`src/rtl/monotone_grid_path_finder_core_assert.svh`:
```
// ----------------------------------------------------------------------------
// assertion macros for the grid path finder
// ----------------------------------------------------------------------------
`ifndef MONOTONE_GRID_PATH_FINDER_CORE_ASSERT_SVH
`define MONOTONE_GRID_PATH_FINDER_CORE_ASSERT_SVH

// same-cycle implication, disabled while in reset
`define MGP_ASSERT(label, clk, rst_n, ante, cons) \
    label: assert property (@(posedge clk) disable iff (!(rst_n)) (ante) |-> (cons)) \
        else $error("mgp assertion failed");

// next-cycle implication, disabled while in reset
`define MGP_ASSERT_NEXT(label, clk, rst_n, ante, cons) \
    label: assert property (@(posedge clk) disable iff (!(rst_n)) (ante) |=> (cons)) \
        else $error("mgp assertion failed");

`endif

```
`src/rtl/mgp_pkg.sv`:
```
`timescale 1ns / 1ps
// ----------------------------------------------------------------------------
// mgp_pkg
// shared sizes and types of the grid path finder
// ----------------------------------------------------------------------------
package mgp_pkg;

    localparam int ROWS    = 8;
    localparam int COLS    = 8;
    localparam int FIELD_W = 8;
    localparam int RW      = $clog2(ROWS);
    localparam int CW      = $clog2(COLS);

    typedef logic [COLS-1:0] t_line;
    typedef logic [RW-1:0]   t_row_idx;
    typedef logic [CW-1:0]   t_col_idx;

    // one row of the path walk
    typedef struct packed {
        t_line    mark;
        t_col_idx col_next;
    } t_path_res;

endpackage

```
`src/rtl/mgp_stream_if.sv`:
```
`timescale 1ns / 1ps
// ----------------------------------------------------------------------------
// mgp_in_if / mgp_out_if
// valid/ready channels for grid rows in and path rows out
// ----------------------------------------------------------------------------
interface mgp_in_if;
    logic                        valid;
    logic                        ready;
    logic [mgp_pkg::FIELD_W-1:0] row_cells;

    modport source (output valid, output row_cells, input ready);
    modport sink (input valid, input row_cells, output ready);
endinterface

interface mgp_out_if;
    logic                        valid;
    logic                        ready;
    logic [mgp_pkg::FIELD_W-1:0] path_row;
    logic                        path_found;
    logic                        last_row;

    modport source (output valid, output path_row, output path_found, output last_row,
                    input ready);
    modport sink (input valid, input path_row, input path_found, input last_row,
                  output ready);
endinterface

```
`src/rtl/mgp_lane.sv`:
```
`timescale 1ns / 1ps
// ----------------------------------------------------------------------------
// mgp_lane
// one column cell of the reach sweep
// ----------------------------------------------------------------------------
module mgp_lane (
    input  logic i_open,
    input  logic i_below,
    input  logic i_right,
    input  logic i_goal,
    output logic o_reach
);

    // goal cell counts as reached even when blocked
    assign o_reach = i_goal | (i_open & (i_below | i_right));

endmodule

```
`src/rtl/mgp_path.sv`:
```
`timescale 1ns / 1ps
// ----------------------------------------------------------------------------
// mgp_path
// merges the lane results of one row into the path marks of that row
// ----------------------------------------------------------------------------
module mgp_path (
    input  mgp_pkg::t_line    i_below,
    input  mgp_pkg::t_col_idx i_col_in,
    input  logic              i_last,
    output mgp_pkg::t_path_res o_res
);

    mgp_pkg::t_line    ge;
    mgp_pkg::t_line    cand;
    mgp_pkg::t_col_idx col_out;

    always_comb begin
        for (int c = 0; c < mgp_pkg::COLS; c++) begin
            ge[c] = (mgp_pkg::CW'(c) >= i_col_in);
        end
        cand = i_below & ge;
        // first column at or right of the entry where the path steps down
        col_out = mgp_pkg::CW'(mgp_pkg::COLS - 1);
        if (!i_last) begin
            for (int c = mgp_pkg::COLS - 1; c >= 0; c--) begin
                if (cand[c]) begin
                    col_out = mgp_pkg::CW'(c);
                end
            end
        end
        for (int c = 0; c < mgp_pkg::COLS; c++) begin
            o_res.mark[c] = ge[c] && (mgp_pkg::CW'(c) <= col_out);
        end
        o_res.col_next = col_out;
    end

endmodule

```
`src/rtl/monotone_grid_path_finder_core.sv`:
```
`timescale 1ns / 1ps
// ----------------------------------------------------------------------------
// monotone_grid_path_finder_core
// down/right path search over a grid loaded one row per request
// ----------------------------------------------------------------------------
// usage:
//   i_in carries one grid row per request, top row first, ROWS requests per
//   grid. bit j of row_cells open means column j is usable.
//   after the last row the block sweeps the grid bottom-up, one row per
//   cycle in a row of column lanes, then walks the path and emits ROWS
//   path rows on o_out, top row first, last_row on the final one.
//   path_found is low and every row zero when no path exists.
//   rows of the next grid are taken only after the row-serial sweep and
//   walk of the current grid. i_in is ready only while rows are loading;
//   the next grid may load while the final path row still waits.
//   a stall on o_out holds the output register and pauses the walk.
//   reset (synchronous, active low) returns to loading row zero with no
//   result pending.
// ----------------------------------------------------------------------------
`include "monotone_grid_path_finder_core_assert.svh"

module monotone_grid_path_finder_core (
    input  logic       i_clk,
    input  logic       i_rst_n,
    mgp_in_if.sink     i_in,
    mgp_out_if.source  o_out
);

    typedef enum logic [1:0] {
        S_LOAD,
        S_SWEEP,
        S_EMIT
    } t_state;

    t_state              r_state;
    mgp_pkg::t_row_idx   r_idx;
    mgp_pkg::t_col_idx   r_col;
    mgp_pkg::t_line      r_below;
    logic                r_found;
    mgp_pkg::t_line      r_grid  [mgp_pkg::ROWS];
    mgp_pkg::t_line      r_reach [mgp_pkg::ROWS];

    logic                        r_out_valid;
    logic [mgp_pkg::FIELD_W-1:0] r_path_row;
    logic                        r_path_found;
    logic                        r_last_row;

    logic                        in_take;
    logic                        out_free;
    logic                        idx_last;
    mgp_pkg::t_line              in_line;
    mgp_pkg::t_line              sweep_line;
    mgp_pkg::t_line              grid_row;
    mgp_pkg::t_line              below_reach;
    mgp_pkg::t_path_res          path_res;
    logic [mgp_pkg::COLS+mgp_pkg::FIELD_W-1:0] in_ext;
    logic [mgp_pkg::COLS+mgp_pkg::FIELD_W-1:0] out_ext;

    assign in_take  = i_in.valid && i_in.ready;
    assign out_free = !r_out_valid || o_out.ready;
    assign idx_last = (r_idx == mgp_pkg::RW'(mgp_pkg::ROWS - 1));

    // fit the input field to the grid width
    assign in_ext  = {{mgp_pkg::COLS{1'b0}}, i_in.row_cells};
    assign in_line = in_ext[mgp_pkg::COLS-1:0];

    assign grid_row = r_grid[r_idx];

    // column lanes of the reach sweep
    for (genvar c = 0; c < mgp_pkg::COLS; c++) begin : g_lane
        logic right_reach;
        if (c == mgp_pkg::COLS - 1) begin : g_edge
            assign right_reach = 1'b0;
        end else begin : g_inner
            assign right_reach = sweep_line[c+1];
        end
        mgp_lane u_lane (
            .i_open  (grid_row[c]),
            .i_below (r_below[c]),
            .i_right (right_reach),
            .i_goal  (idx_last && (c == mgp_pkg::COLS - 1)),
            .o_reach (sweep_line[c])
        );
    end

    // the bottom row has nothing below it
    assign below_reach = idx_last ? '0 : r_reach[r_idx + mgp_pkg::RW'(1)];

    mgp_path u_path (
        .i_below  (below_reach),
        .i_col_in (r_col),
        .i_last   (idx_last),
        .o_res    (path_res)
    );

    assign out_ext = {{mgp_pkg::FIELD_W{1'b0}}, path_res.mark};

    always_ff @(posedge i_clk) begin
        if (!i_rst_n) begin
            r_state     <= S_LOAD;
            r_idx       <= '0;
            r_col       <= '0;
            r_found     <= 1'b0;
            r_out_valid <= 1'b0;
        end else begin
            // in the emit state the valid flag is set below whenever it can drop
            if (o_out.ready && (r_state != S_EMIT)) begin
                r_out_valid <= 1'b0;
            end
            case (r_state)
                S_LOAD: begin
                    if (in_take) begin
                        r_grid[r_idx] <= in_line;
                        if (idx_last) begin
                            r_state <= S_SWEEP;
                            r_below <= '0;
                        end else begin
                            r_idx <= r_idx + mgp_pkg::RW'(1);
                        end
                    end
                end
                S_SWEEP: begin
                    r_reach[r_idx] <= sweep_line;
                    r_below        <= sweep_line;
                    if (r_idx == '0) begin
                        r_found <= sweep_line[0];
                        r_col   <= '0;
                        r_state <= S_EMIT;
                    end else begin
                        r_idx <= r_idx - mgp_pkg::RW'(1);
                    end
                end
                S_EMIT: begin
                    if (out_free) begin
                        r_out_valid  <= 1'b1;
                        r_path_row   <= r_found ? out_ext[mgp_pkg::FIELD_W-1:0] : '0;
                        r_path_found <= r_found;
                        r_last_row   <= idx_last;
                        r_col        <= path_res.col_next;
                        if (idx_last) begin
                            r_idx   <= '0;
                            r_state <= S_LOAD;
                        end else begin
                            r_idx <= r_idx + mgp_pkg::RW'(1);
                        end
                    end
                end
                default: begin
                    r_state <= S_LOAD;
                end
            endcase
        end
    end

    assign i_in.ready       = (r_state == S_LOAD);
    assign o_out.valid      = r_out_valid;
    assign o_out.path_row   = r_path_row;
    assign o_out.path_found = r_path_found;
    assign o_out.last_row   = r_last_row;

    `MGP_ASSERT(a_nopath_zero, i_clk, i_rst_n, r_out_valid && !r_path_found, r_path_row == '0)
    `MGP_ASSERT_NEXT(a_run_ends, i_clk, i_rst_n, r_out_valid && o_out.ready && r_last_row, !r_out_valid)
    `MGP_ASSERT(a_col_monotone, i_clk, i_rst_n, r_state == S_EMIT && $past(r_state == S_EMIT), r_col >= $past(r_col))

endmodule

```
`src/flat_wrapper.sv`:
```
// flat-port wrapper written by rule: the top's interface ports become plain ports
module monotone_grid_path_finder_core_flat 
  (i_clk, i_rst_n, i_in_valid, i_in_row_cells, i_in_ready, o_out_valid, o_out_path_row, o_out_path_found, o_out_last_row, o_out_ready);
  mgp_in_if i_in_i ();
  mgp_out_if o_out_i ();
  input  logic i_clk;
  input  logic i_rst_n;
  input wire logic [$bits(i_in_i.valid)-1:0] i_in_valid;
  input wire logic [$bits(i_in_i.row_cells)-1:0] i_in_row_cells;
  output wire logic [$bits(i_in_i.ready)-1:0] i_in_ready;
  output wire logic [$bits(o_out_i.valid)-1:0] o_out_valid;
  output wire logic [$bits(o_out_i.path_row)-1:0] o_out_path_row;
  output wire logic [$bits(o_out_i.path_found)-1:0] o_out_path_found;
  output wire logic [$bits(o_out_i.last_row)-1:0] o_out_last_row;
  input wire logic [$bits(o_out_i.ready)-1:0] o_out_ready;
  assign i_in_i.valid = i_in_valid;
  assign i_in_i.row_cells = i_in_row_cells;
  assign i_in_ready = i_in_i.ready;
  assign o_out_valid = o_out_i.valid;
  assign o_out_path_row = o_out_i.path_row;
  assign o_out_path_found = o_out_i.path_found;
  assign o_out_last_row = o_out_i.last_row;
  assign o_out_i.ready = o_out_ready;
  monotone_grid_path_finder_core u_core (.i_clk(i_clk), .i_rst_n(i_rst_n), .i_in(i_in_i), .o_out(o_out_i));
endmodule
```
`config.mk`:
```
export PLATFORM = sky130hd
export DESIGN_NAME = monotone_grid_path_finder_core_flat
export DESIGN_NICKNAME = d
export VERILOG_FILES = /design/src/rtl/mgp_pkg.sv /design/src/rtl/mgp_stream_if.sv /design/src/rtl/mgp_lane.sv /design/src/rtl/mgp_path.sv /design/src/rtl/monotone_grid_path_finder_core.sv /design/src/flat_wrapper.sv
export VERILOG_INCLUDE_DIRS = /design/src /design/src/rtl
export SDC_FILE = /design/constraint.sdc
export NUM_CORES = 1
export LEC_CHECK = 0
export ABC_AREA = 1
export BUFFER_PORTS_ARGS = -buffer_cell sky130_fd_sc_hd__buf_2
export CAP_MARGIN = 15
export CELL_PAD_IN_SITES_DETAIL_PLACEMENT = 1
export CELL_PAD_IN_SITES_GLOBAL_PLACEMENT = 1
export CORE_UTILIZATION = 54
export CTS_CLUSTER_DIAMETER = 30
export CTS_CLUSTER_SIZE = 8
export DETAILED_ROUTE_END_ITERATION = 8
export GPL_TIMING_DRIVEN = 1
export PLACE_DENSITY_LB_ADDON = 0.2
export SYNTH_ARGS = -nofsm -noshare
export SYNTH_HDL_FRONTEND = slang
export SYNTH_SLANG_ARGS = --single-unit
export TNS_END_PERCENT = 1
```
`constraint.sdc`:
```
create_clock -name i_clk -period 5.9 [get_ports i_clk]
set_input_delay 0.59 -clock i_clk [delete_from_list [all_inputs] [get_ports i_clk]]
set_output_delay 0.59 -clock i_clk [all_outputs]
set_load 0.01 [all_outputs]
```
# Word-level counts from Yosys, hierarchy flattened
# Memory sizes are Yosys's and may differ from the RTL's. A register that Yosys moved wholly into a read port is not among the register bits.
# Cells that the tools add are included.
# op_classes
mux	39
addsub	2
n_lt_le_gt_ge	16
n_reduce_logical	23
eq_ne	11
bitwise	17
# op_table
cell	count
2-to-1 mux 3 bit	16
2-to-1 mux 8 bit	2
case mux 8 bit (2 select lines)	1
>= comparator 3 bit, first input constant	4
<= comparator 3 bit, first input constant	4
inequality test 2 bit, second input constant	6
2-to-1 mux 1 bit	11
logical AND 1 bit	10
2-to-1 mux 2 bit	5
AND reduction 5 bit	2
case mux 3 bit (3 select lines)	1
AND 1 bit	8
bitwise OR 1 bit	8
AND 7 bit	1
2-to-1 mux 7 bit	1
>= comparator 1 x 3 -> 1 bit, first input constant	2
>= comparator 2 x 3 -> 1 bit, first input constant	2
<= comparator 1 x 3 -> 1 bit, first input constant	2
<= comparator 2 x 3 -> 1 bit, first input constant	2
case mux 2 bit (3 select lines)	1
case mux 3 bit (2 select lines)	1
AND reduction 3 bit	2
inequality test 2 x 1 -> 1 bit, second input constant	2
AND reduction 4 bit	1
other kinds (12)	13
# totals
reg_bits	28
memories	2
mem_bits_rw	128
# mem_list
name	words	width	read_ports	rd_clocked_by_memory_dff	wr	line	text
u_core.r_grid	8	8	1	1	1	monotone_grid_path_finder_core.sv:40	mgp_pkg::t_line r_grid [mgp_pkg::ROWS];
u_core.r_reach	8	8	1	0	1	monotone_grid_path_finder_core.sv:41	mgp_pkg::t_line r_reach [mgp_pkg::ROWS];

# Logic depth before layout (Yosys ltp)
# logic_depth
word_depth	17
ltp_mapped	21

# Cells and area by module
# Synthesis repeated with hierarchy kept, for this count alone.
# unflattened
hier_cells	698
area_unflattened_um2	7105.6
# by_module_without_submodules
mod	area_each_um2	cells_each	seq_area_each_um2	instances
monotone_grid_path_finder_core	6771.5	624	4644.5	1
mgp_path	234.0	50	0.0	1
mgp_lane	12.5	3	0.0	8

# Worst setup path before layout
# Ideal clock, no wire load.
# synth_path
path_type	register -> register
startpoint	register u_core.r_idx[0]
endpoint	register u_core.r_path_row, in the netlist u_core.o_out.path_row[5] (data pin)
path_slack_ns	3.448
t_required_ns	5.750
arrival_time_ns	2.302
synth_period_minus_slack_ns	2.452
setup_ns	0.150
path_stages_with_launch	14
cell_sequence	dfxtp_1 -> inv_2 -> buf_4 -> buf_6 -> ha_1 -> inv_1 -> buf_2 -> a21oi_1 -> a32oi_1 -> o2111ai_1 -> nand2_1 -> nor2_1 -> nand2_1 -> nor3_2
# synth_between
elab_chain_len	14
# synth_lines
element	line	text
from (decl)	monotone_grid_path_finder_core.sv:36	mgp_pkg::t_row_idx r_idx;
from (signal assigned)	monotone_grid_path_finder_core.sv:118	r_idx <= r_idx + mgp_pkg::RW'(1);
from (signal assigned)	monotone_grid_path_finder_core.sv:130	r_idx <= r_idx - mgp_pkg::RW'(1);
from (signal assigned)	monotone_grid_path_finder_core.sv:144	r_idx <= r_idx + mgp_pkg::RW'(1);
adder 3 x 1 -> 3 bit	monotone_grid_path_finder_core.sv:87	assign below_reach = idx_last ? '0 : r_reach[r_idx + mgp_pkg::RW'(1)];
memory (8 x 8 bit)	--	
2-to-1 mux 7 bit	monotone_grid_path_finder_core.sv:87	
AND 7 bit	mgp_path.sv:21	cand = i_below & ge;
2-to-1 mux 1 bit	mgp_path.sv:26	if (cand[c]) begin
2-to-1 mux 3 bit (6 in a row)	mgp_path.sv:26	
2-to-1 mux 3 bit (*)	mgp_path.sv:24	if (!i_last) begin
<= comparator 3 bit (*)	mgp_path.sv:32	o_res.mark[c] = ge[c] && (mgp_pkg::CW'(c) <= col_out);
logical AND 1 bit (*)	mgp_path.sv:32	
to (signal assigned)	monotone_grid_path_finder_core.sv:136	r_path_row <= r_found ? out_ext[mgp_pkg::FIELD_W-1:0] : '0;
to (decl)	monotone_grid_path_finder_core.sv:44	logic [mgp_pkg::FIELD_W-1:0] r_path_row;
# Every way passes the cells marked *; elsewhere a longest branch is shown, timed or not.
# A chain may end at the register's enable or synchronous reset.

# Worst setup path after layout
# Ends and elaborated chain as after synthesis.

==> impl_metrics.py <==
metrics = {
    "cells_and_area": {
        "final_area_um2": 7120,
        "layout_common_cells": "edfxtp_1, nor2_1, nand2_1",
        "drive_above_1_share": 0.126,
        "diodes": 0,
        "areaGrowthSynthToFinish_pct": 12.4,
        "n_fill_cell": 1161,
        "final_common_cell": "edfxtp_1",
        "layout.nets": 579,
    },
    "floorplan": {
        "num_rows": 39,
        "die_w_um": 110,
        "start_util": 0.554,
        "io_pins": 24,
        "die_area_um2": 12200,
        "die_h_um": 110,
        "core_um2": 11400,
    },
    "timing": {
        "setup_viol": 0,
        "slew_viol_final": 0,
        "max_freq_ghz": 0.297,
        "max_slew_margin": 0.237,
        "setup_tns_ns": 0,
        "min_period_over_period": 0.570,
        "min_period_ns": 3.36,
        "rsz0062_at_grt": "false",
        "fin_skew_ns": 0.00693,
        "tightest_slew_ns": 1.14,
        "finalHoldViolations": 0,
    },
    "detailed_routing": {
        "first_pass_iters": 5,
        "routed_via_density": 5.92,
        "wl_um": 16100,
        "post_drt_wl_per_cell_um": 22.5,
        "drc": 0,
        "drt-initial-drc-count": 236,
        "vias": 4227,
        "ant_nets": 0,
    },
    "critical_path": {
        "critical_path_class": "reg2reg",
        "r2r_slack_ns": 2.54,
        "rr_startpoint": "u_core.r_idx[0]$_SDFFE_PN0P_",
        "ff2ff_path_depth": 13,
        "rr_endpoint": "u_core.o_out.path_row[5]$_SDFFCE_PN0P_",
        "critPathLaunchType": "flip-flop",
        "worst_ep_required_time_ns": 6.08,
        "end_kind": "flip-flop",
        "crit_fanout": 36,
        "arrival_ns": 3.54,
    },
    "min_path": {
        "timing.hold.worst.class": "in2reg",
        "min_path_cells": 1,
        "worstHoldEndpoint": "u_core.r_grid[0][2]$_DFFE_PP_",
        "min_from": "i_in_row_cells[2]",
    },
    "power": {
        "powerDensity_nw_per_um2": 513,
        "p_clk_frac": 0.314,
        "power.switching_mw": 1.26,
        "switching_share": 0.346,
        "finalPower_mw": 3.65,
        "pwr-share-comb": 0.297,
        "leakagePower_nw": 2.57,
        "internal-power_mw": 2.39,
        "p_seq_frac": 0.389,
        "vdd_drop_max_mv": 0.299,
    },
    "clock_network": {
        "cts_made_buffers": 17,
        "clock-sinks": 151,
        "htreeDepth": 4,
        "hold_buffers": 0,
        "cts.reportedPaths.clkPinSlew_ns": 0.06,
        "clockBufferDepth": 2,
        "post_cts_buffers": 0,
        "clkLatencyLatePin_ns": 0.42,
        "root_buffer": "clkbuf_16",
        "tritoncts": "built",
        "postCtsResizedCells": 0,
    },
    "synthesis": {
        "synth_area_leaders": "edfxtp_1, nor2_1, dfxtp_1, o21ai_0, nand2_1",
        "synthDistinctLibCells": 34,
        "synth_top_area_share": 0.655,
        "ys_ff_latch": 151,
        "synth-seq-area-share": 0.696,
        "syn_avg_cell_area_um2": 11.8,
        "syn_nets": 556,
        "syn_area_um2": 6330,
        "synthCells": 536,
        "synth_warnings": 0,
        "synth_area_leader_cell": "edfxtp_1",
    },
    "global_routing": {
        "antenna_found_initial": 0,
        "grt_pass1_vias": 4404,
        "grt_max_degree": 37,
        "grt_usage": 0.283,
        "grt_pass1_wl_um": 24200,
        "grt_overflow": 0,
    },
    "placement": {
        "placed_area_um2": 6500,
        "place_congestion": 0.808,
        "place.port_buffers": 23,
        "dp_hpwl_um": 10300,
    },
    "status": {
        "outcome": "finished, final reports clean",
    },
    "flow_run": {
        "drv_cap": 0,
    },
}
-- cell usage after synthesis --
master and count:
edfxtp_1 138, nor2_1 85, nand2_1 58, o21ai_0 50, inv_1 43, nand3_1 32
a21oi_1 18, nand2_2 14, dfxtp_1 13, o221ai_1 13, buf_2 10, ha_1 8
o22ai_1 7, nor3_1 6, buf_6 5, and2_1 4, clkbuf_1 4, buf_4 3
inv_2 3, o2111ai_1 3, o211ai_1 3, a211oi_1 2, a221oi_1 2, or2_2 2
a211o_1 1, a21boi_0 1, a21oi_2 1, a31oi_1 1, a32oi_1 1, nand3_2 1
nand4_1 1, nor3_2 1, nor4_1 1, o21ai_1 1
-- sequential cells by signal (all words and copies together) (netlist names), named ones only --
signal,flops
u_core.r_state,2
u_core.r_below,8
u_core.o_out.valid,1
u_core.r_reach,56
u_core.o_out.path_found,1
u_core.r_found,1
u_core.o_out.last_row,1
u_core.o_out.path_row,8
u_core.r_idx,3
u_core.r_col,3
u_core.r_grid,64
-- worst max path at each step --
stage,start,end,depth (start not counted)
finish,u_core.r_idx[0]$_SDFFE_PN0P_,u_core.o_out.path_row[5]$_SDFFCE_PN0P_,13
global placement,u_core.r_idx[0]$_SDFFE_PN0P_,u_core.o_out.path_row[5]$_SDFFCE_PN0P_,13
floorplan,u_core.r_idx[0]$_SDFFE_PN0P_,u_core.o_out.path_row[5]$_SDFFCE_PN0P_,13
global route,u_core.r_idx[0]$_SDFFE_PN0P_,u_core.o_out.path_row[5]$_SDFFCE_PN0P_,13
detailed placement,u_core.r_idx[0]$_SDFFE_PN0P_,u_core.o_out.path_row[5]$_SDFFCE_PN0P_,13
CTS,u_core.r_idx[0]$_SDFFE_PN0P_,u_core.o_out.path_row[5]$_SDFFCE_PN0P_,13
-- cell families (layout without fill, tap and decap cells) --
family,after synthesis,count (layout),synth area share
buffers and inverters,68,103,0.0500
adders and majority gates,8,8,0.0158
and+or+nand+nor,205,205,0.140
DFF,151,151,0.696
AOI/OAI and AO/OA,104,104,0.0986
-- area by class of cell --
cell class,instances,area (µm²),area share
multi-input cells,317,1610,0.226
flip-flops and latches,151,4400,0.619
clock buffers,18,429,0.0603
inverters,46,173,0.0243
repair buffers,26,138,0.0193
well taps,143,179,0.0251
clock inverters,13,185,0.0260
-- metrics by stage --
stage	cells	hold slack, ns	worst slack, ns	utilization
after floorplan	536	0.469	3.45	-
after global placement	683	0.541	2.90	0.569
after detailed placement	683	0.545	2.56	0.569
after CTS	714	0.426	2.51	0.623
after global routing	714	0.437	2.32	0.623
final	714	0.431	2.54	0.623
-- layer usage --
| layer | routed length [µm] | GRT usage | vias up |
|---|---|---|---|
| met1 | 6410 | 0.317 | 2132 |
| met2 | 8670 | 0.522 | 114 |
| met4 | 388 | 0.120 | 0 |
| met3 | 610 | 0.0570 | 30 |
| li1 | - | - | 1951 |
| met5 | 0 | 0 | - |
-- critical path, stage by stage (launching register included) --
cell and delay, ns:
dfxtp_1 0.32, inv_2 0.44, ha_1 0.49, inv_1 0.47, o21ai_0 0.18, o221ai_1 0.22, o211ai_1 0.15, a21boi_0 0.16
o21ai_0 0.18, nand2_1 0.07, nand2_1 0.11, nand2_1 0.12, nor2_1 0.15, nor3_2 0.05
-- power groups by stage --
stage | Sequential, mW | Clock [mW] | Combinational [mW]
final | 1.42 | 1.15 | 1.08
after global routing | 1.43 | 1.19 | 1.18
after CTS | 1.42 | 1.15 | 1.08
after detailed placement | 1.44 | 0 | 1.06
after global placement | 1.43 | 0 | 0.983
after floorplan | 1.41 | 0 | 0.779
Note: power is estimated with default switching activity, not from simulation.
